`config.mk`:
```
export PLATFORM = sky130hd
export DESIGN_NAME = hskin_obuf
export DESIGN_NICKNAME = d
export VERILOG_FILES = /design/src/rtl/hskin_pkg.sv /design/src/rtl/hskin_obuf.sv
export SDC_FILE = /design/constraint.sdc
export NUM_CORES = 1
export LEC_CHECK = 0
export BUFFER_PORTS_ARGS = -buffer_cell sky130_fd_sc_hd__clkbuf_2
export CAP_MARGIN = 5
export CORE_UTILIZATION = 45
export DETAILED_ROUTE_END_ITERATION = 8
export HOLD_SLACK_MARGIN = 0.15
export PLACE_DENSITY = 0.82
export SLEW_MARGIN = 10
export SYNTH_ARGS = -nofsm -noshare
export SYNTH_HDL_FRONTEND = slang
export SYNTH_SLANG_ARGS = --single-unit
```
`constraint.sdc`:
```
create_clock -name clk -period 7.4 [get_ports clk]
set_input_delay 1.48 -clock clk [delete_from_list [all_inputs] [get_ports clk]]
set_output_delay 1.48 -clock clk [all_outputs]
set_load 0.02 [all_outputs]
```
`src/rtl/hskin_pkg.sv`:
```
// Shared types, constants and helper functions for the histogram skin classifier.
// No dependencies; imported by hskin_rmw, hskin_obuf and the top level.
package hskin_pkg;

	localparam int AXIS_BITS     = 5;
	localparam int COUNT_BITS    = 32;
	localparam int CHAN_BITS     = 8;
	localparam int ADDR_BITS     = 3 * AXIS_BITS;
	localparam int CELLS         = 1 << ADDR_BITS;
	localparam int MIN_SHIFT     = CHAN_BITS - AXIS_BITS;
	localparam int MAX_SHIFT     = CHAN_BITS;
	localparam int SHIFT_BITS    = 4;
	localparam int THR_BITS      = 31;
	localparam int HIT_BITS      = 32;
	localparam int CFG_DATA_BITS = 31;
	localparam int CMP_BITS      = (COUNT_BITS > THR_BITS) ? COUNT_BITS : THR_BITS;
	localparam logic [SHIFT_BITS-1:0] RESET_SHIFT = SHIFT_BITS'(3);

	typedef logic [ADDR_BITS-1:0]  addr_t;
	typedef logic [COUNT_BITS-1:0] count_t;

	typedef enum logic [1:0] {
		REQ_TRAIN_SKIN    = 2'd0,
		REQ_TRAIN_NONSKIN = 2'd1,
		REQ_CLASS_THR     = 2'd2,
		REQ_CLASS_BAYES   = 2'd3
	} req_type_t;

	typedef enum logic {
		CFG_BIN_SHIFT = 1'b0,
		CFG_COUNT_THR = 1'b1
	} cfg_idx_t;

	typedef struct packed {
		req_type_t            req_type;
		logic [CHAN_BITS-1:0] chan_a;
		logic [CHAN_BITS-1:0] chan_b;
		logic [CHAN_BITS-1:0] chan_c;
	} pix_t;

	typedef struct packed {
		logic                is_skin;
		logic [HIT_BITS-1:0] skin_hits;
		logic [HIT_BITS-1:0] nonskin_hits;
	} res_t;

	typedef struct packed {
		logic   we;
		addr_t  addr;
		count_t data;
	} ram_wr_t;

	// Quantize one channel; the shift is clamped so every bin fits in AXIS_BITS.
	function automatic logic [AXIS_BITS-1:0] bin_of(input logic [CHAN_BITS-1:0] chan,
			input logic [SHIFT_BITS-1:0] shift);
		logic [SHIFT_BITS-1:0] sh;
		logic [CHAN_BITS-1:0]  shifted;
		sh = shift;
		if (shift < SHIFT_BITS'(MIN_SHIFT)) begin
			sh = SHIFT_BITS'(MIN_SHIFT);
		end
		if (shift > SHIFT_BITS'(MAX_SHIFT)) begin
			sh = SHIFT_BITS'(MAX_SHIFT);
		end
		shifted = chan >> sh;
		return shifted[AXIS_BITS-1:0];
	endfunction

	// First channel lands in the most significant bin field.
	function automatic addr_t cell_addr(input pix_t p, input logic [SHIFT_BITS-1:0] shift);
		return {bin_of(p.chan_a, shift), bin_of(p.chan_b, shift), bin_of(p.chan_c, shift)};
	endfunction

	function automatic count_t sat_inc(input count_t v);
		return (v == '1) ? v : v + count_t'(1);
	endfunction

endpackage

```
`src/rtl/hskin_obuf.sv`:
```
// Result output register with one skid entry, so results survive a stall.
// Depends on hskin_pkg for the result type.
module hskin_obuf import hskin_pkg::*; (
	input  logic clk,
	input  logic arst_n,
	input  logic push,
	input  res_t din,
	input  logic res_stall,
	output logic res_valid,
	output res_t res,
	output logic hold
);

	logic out_vld_q, skid_vld_q;
	res_t out_q, skid_q;
	logic take, out_free, load_out_skid, load_out_new, load_skid;

	assign take          = out_vld_q & ~res_stall;
	assign out_free      = ~out_vld_q | take;
	assign load_out_skid = out_free & skid_vld_q;
	assign load_out_new  = out_free & ~skid_vld_q & push;
	assign load_skid     = ~out_free & push;

	always_ff @(posedge clk or negedge arst_n) begin
		if (!arst_n) begin
			out_vld_q  <= 1'b0;
			skid_vld_q <= 1'b0;
		end else begin
			if (out_free) begin
				out_vld_q <= skid_vld_q | push;
			end
			if (load_out_skid) begin
				skid_vld_q <= 1'b0;
			end else if (load_skid) begin
				skid_vld_q <= 1'b1;
			end
		end
	end

	always_ff @(posedge clk) begin
		if (load_out_skid) begin
			out_q <= skid_q;
		end else if (load_out_new) begin
			out_q <= din;
		end
		if (load_skid) begin
			skid_q <= din;
		end
	end

	// Stop input while the skid is full or about to fill.
	assign hold      = skid_vld_q | (out_vld_q & res_stall & push);
	assign res_valid = out_vld_q;
	assign res       = out_q;

endmodule

```
Word level (Yosys, flattened, before mapping)
Cells that the tools add are included.

Register bits after elaboration: 132. Input port bits: 69. Word-level logic and storage cells: 28.

Muxes and demuxes: 4. Bitwise gates (word level): 14. Reductions and logical operators: 2.

Operators with widths (count): 2-to-1 mux 65 bit (2); bitwise AND 1 bit (7); inverter 1 bit (4); nonzero test 2 bit (2); OR 1 bit (3); 2-to-1 mux 1 bit (2).

Depth between registers and ports, before layout
Depth in word-level cells: 7. Gate-level depth with buffers: 4. Gate-level depth less buffers: 2.

Least setup slack after synthesis
No wires, ideal clock.

Path kind: in2reg. Start: in push. End: reg out_q (netlist bit res[0]) (enable). Library setup time: 0.509 ns. Data arrival time: 4.698 ns. Data required time: 6.891 ns. Path slack: 2.192 ns. Cell stages on the path: 2. Path buffers: 0. Cell sequence: nor2_1 -> a21oi_1.

Cells in the longest elaborated chain, start to end: 2.

Ends and longest elaborated chain: start: declaration (RTL line hskin_obuf.sv:6) `input logic push,`; bitwise AND 1 bit (RTL line hskin_obuf.sv:21) `assign load_out_new = out_free & ~skid_vld_q & push;`; nonzero test 2 bit (no source line); end signal: assignment (RTL line hskin_obuf.sv:42) `out_q <= skid_q;`; end signal: assignment (RTL line hskin_obuf.sv:44) `out_q <= din;`; end: declaration (RTL line hskin_obuf.sv:15) `res_t out_q, skid_q;`.

No other way between the ends. A chain may end at the register's enable or synchronous reset.

Worst setup path in the final report
Start: in res_stall. End: out hold.

Cells in the longest elaborated chain, start to end: 3.

Ends and longest elaborated chain: start: declaration (RTL line hskin_obuf.sv:8) `input logic res_stall,`; bitwise AND 1 bit (2 in a row) (RTL line hskin_obuf.sv:52) `assign hold = skid_vld_q | (out_vld_q & res_stall & push);`; OR 1 bit (RTL line hskin_obuf.sv:52); end: declaration (RTL line hskin_obuf.sv:11) `output logic hold`.

No other way between the ends.

==> impl_metrics.json <==
{
  "grt.total_usage_pct": 15.14,
  "chipHeight_um": 107.8,
  "hp-class": "reg -> reg",
  "top_usage_layer": "met2",
  "first_iter_violations": 93,
  "grt_overflow": 0,
  "core_um2": 10890,
  "power_mw": 1.855,
  "synth_top_cell_area_share_pct": 77.55,
  "finalCritPeriodShare_pct": 59.47,
  "reg2reg_depth": 3,
  "fin_hold_ws_ns": 0.5392,
  "synth_top_family_by_area": "multiplexers",
  "area_delta_synth_final_pct": 26.45,
  "finalSetupViolations": 0,
  "final_cell_count_no_fill": 514,
  "crit_type": "in -> out",
  "synth-compound-area-share_pct": 0.3231,
  "seqPwrFrac_pct": 48.3,
  "synth.area.mux_share_pct": 18.27,
  "avgSynthCellArea_um2": 23.74,
  "vdd_drop_max_mv": 0.1554,
  "internal-power_mw": 1.438,
  "max_freq_mhz": 227.2,
  "cp.arrival_ns": 2.92,
  "layout_commonest_cell": "clkbuf_2",
  "synth-simple-area-share_pct": 0.5469,
  "syn_area_um2": 5034,
  "grt_pass1_wl_um": 12880,
  "rrSetupSlack_ns": 5.19,
  "ys_seq_area_share_pct": 78.55,
  "ys_ff_latch": 132,
  "start_util_pct": 46.23,
  "hold_buffers": 0,
  "drv_slew": 0,
  "cts_tree": "built",
  "grt_max_degree": 67,
  "dieWidth_um": 107.8,
  "worst_pin_slew_ns": 1.109,
  "cp_max_fo": 66,
  "wl_per_cell_um": 16.02,
  "io_buffers": 135,
  "clk_path_buf_depth": 2,
  "vias": 2472,
  "totalWireLength_um": 8236,
  "worstSetupStartpointType": "input port",
  "use_met1_pct": 18.90,
  "post-dp-hpwl_um": 5169,
  "yosysTopAreaCell": "edfxtp_1",
  "nets": 430,
  "grt_antenna_before_repair": 0,
  "drcViolationCount": 0,
  "yosysWarnings": 0,
  "globalRouteMet3Util_pct": 5.569,
  "p_per_area_nw_per_um2": 291.4,
  "drtPass1Iterations": 4,
  "path_clk_slew_ns": 0.06,
  "die_area_um2": 11610,
  "cts_buffers": 17,
  "post-cts-setup-buffer-count": 0,
  "switching_share_pct": 22.46,
  "grt_pass1_vias": 2581,
  "clockPowerShare_pct": 42.0,
  "drive_above_1_share_pct": 63.10,
  "antenna_cells": 0,
  "status": "finished clean",
  "min_period_ns": 4.401,
  "crit_required_ns": 5.92,
  "met2_usage_pct": 23.40,
  "ios": 136,
  "final_cell_mix": "clkbuf_2, edfxtp_1, mux2_4, clkbuf_16, mux2_2",
  "antenna_left": 0,
  "crit_path_end_kind": "primary output",
  "dp.cells": 482,
  "clock_sinks": 132,
  "p_leak_nw": 2.525,
  "maxCapViolCount": 0,
  "ys_top_cells_by_area": "edfxtp_1, mux2_4, mux2_2",
  "cts_root_buffer": "clkbuf_8",
  "ys_types": 13,
  "fin_util_pct": 58.46,
  "pwr-share-comb_pct": 9.7,
  "maxSlewHeadroom_pct": 26.10,
  "row_count": 38,
  "synthAdderAreaFrac_pct": 0,
  "hold_viol_final": 0,
  "drt-vias-per-instance": 4.809,
  "rsz0062_at_grt": "no",
  "whs_path_depth": 1,
  "p_switching_mw": 0.4165,
  "cts_resized": 0,
  "synth_xor_xnor_area_share_pct": 0,
  "tns_ns": 0,
  "skew_ns": 0.01231,
  "syn_nets": 281,
  "htreeDepth": 4,
  "postSynthCellCount": 212,
  "gp_congestion": 0.7041,
  "clkLatencyLatePin_ns": 0.51
}
final cells by class:
| class | instances | area (µm²) |
|---|---|---|
| Fill cell | 836 | 4523 |
| Sequential cell | 132 | 3954 |
| Multi-Input combinational cell | 73 | 987.2 |
| Timing Repair Buffer | 137 | 690.7 |
| Clock buffer | 19 | 421.7 |
| Tap cell | 140 | 175.2 |
| Clock inverter | 13 | 136.4 |
final timing paths:
check | from | end
max | res_stall | hold
min | skid_q[21] | res[21]
max reg2reg | res_valid | res[1]
min reg2reg | skid_q[21] | res[21]
max in group asynchronous | arst_n | skid_vld_q
min in group asynchronous | arst_n | res_valid
layer usage:
layer  routed length (µm)  vias up  share of wire [%]
li1                     -     1150                  -
met1                 3599     1215                 44
met2                 3940       93                 48
met3                  575       14                7.0
met4                  121        0                1.5
met5                    0        -                  0
Yosys cell counts (all sizes together):
cell type    n
dfrtp        2
and3         1
a21boi       1
nand2        2
a21oi        1
edfxtp     130
buf          7
nor2         2
or2          1
mux2        65
logic make-up (layout without fill, tap and decap cells):
logic type,count (synthesis),count (layout)
buffers and inverters,7,169
flip-flops,132,132
AO/OA/AOI/OAI,2,2
AND/OR/NAND/NOR,6,6
multiplexers,65,65
stage by stage:
stage / setup slack [ns] / cell area [µm²]
floorplan: 2.192 / 5034
detailed placement: 3.003 / 5807
global placement: 3.079 / 5807
finish: 2.999 / 6365
global route: 2.915 / 6365
CTS: 3.006 / 6365
sequential cells by signal, indices dropped and copies added (netlist names):
| signal | flops |
|---|---|
| skid_vld_q | 1 |
| skid_q | 65 |
| res | 65 |
| res_valid | 1 |
worst max-delay path: stages:
cell and delay (ns):
clkbuf_2 0.17, and3_4 0.80, or2_2 0.24, clkbuf_2 0.16
power groups by stage:
stage	sequential (mW)	clock, mW	combinational, mW
after global routing	0.901	0.829	0.192
after floorplan	0.953	0	0.0811
after global placement	0.911	0	0.177
after detailed placement	0.913	0	0.182
after CTS	0.897	0.800	0.182
final	0.897	0.779	0.179
Power figures use the tool's default switching activity.
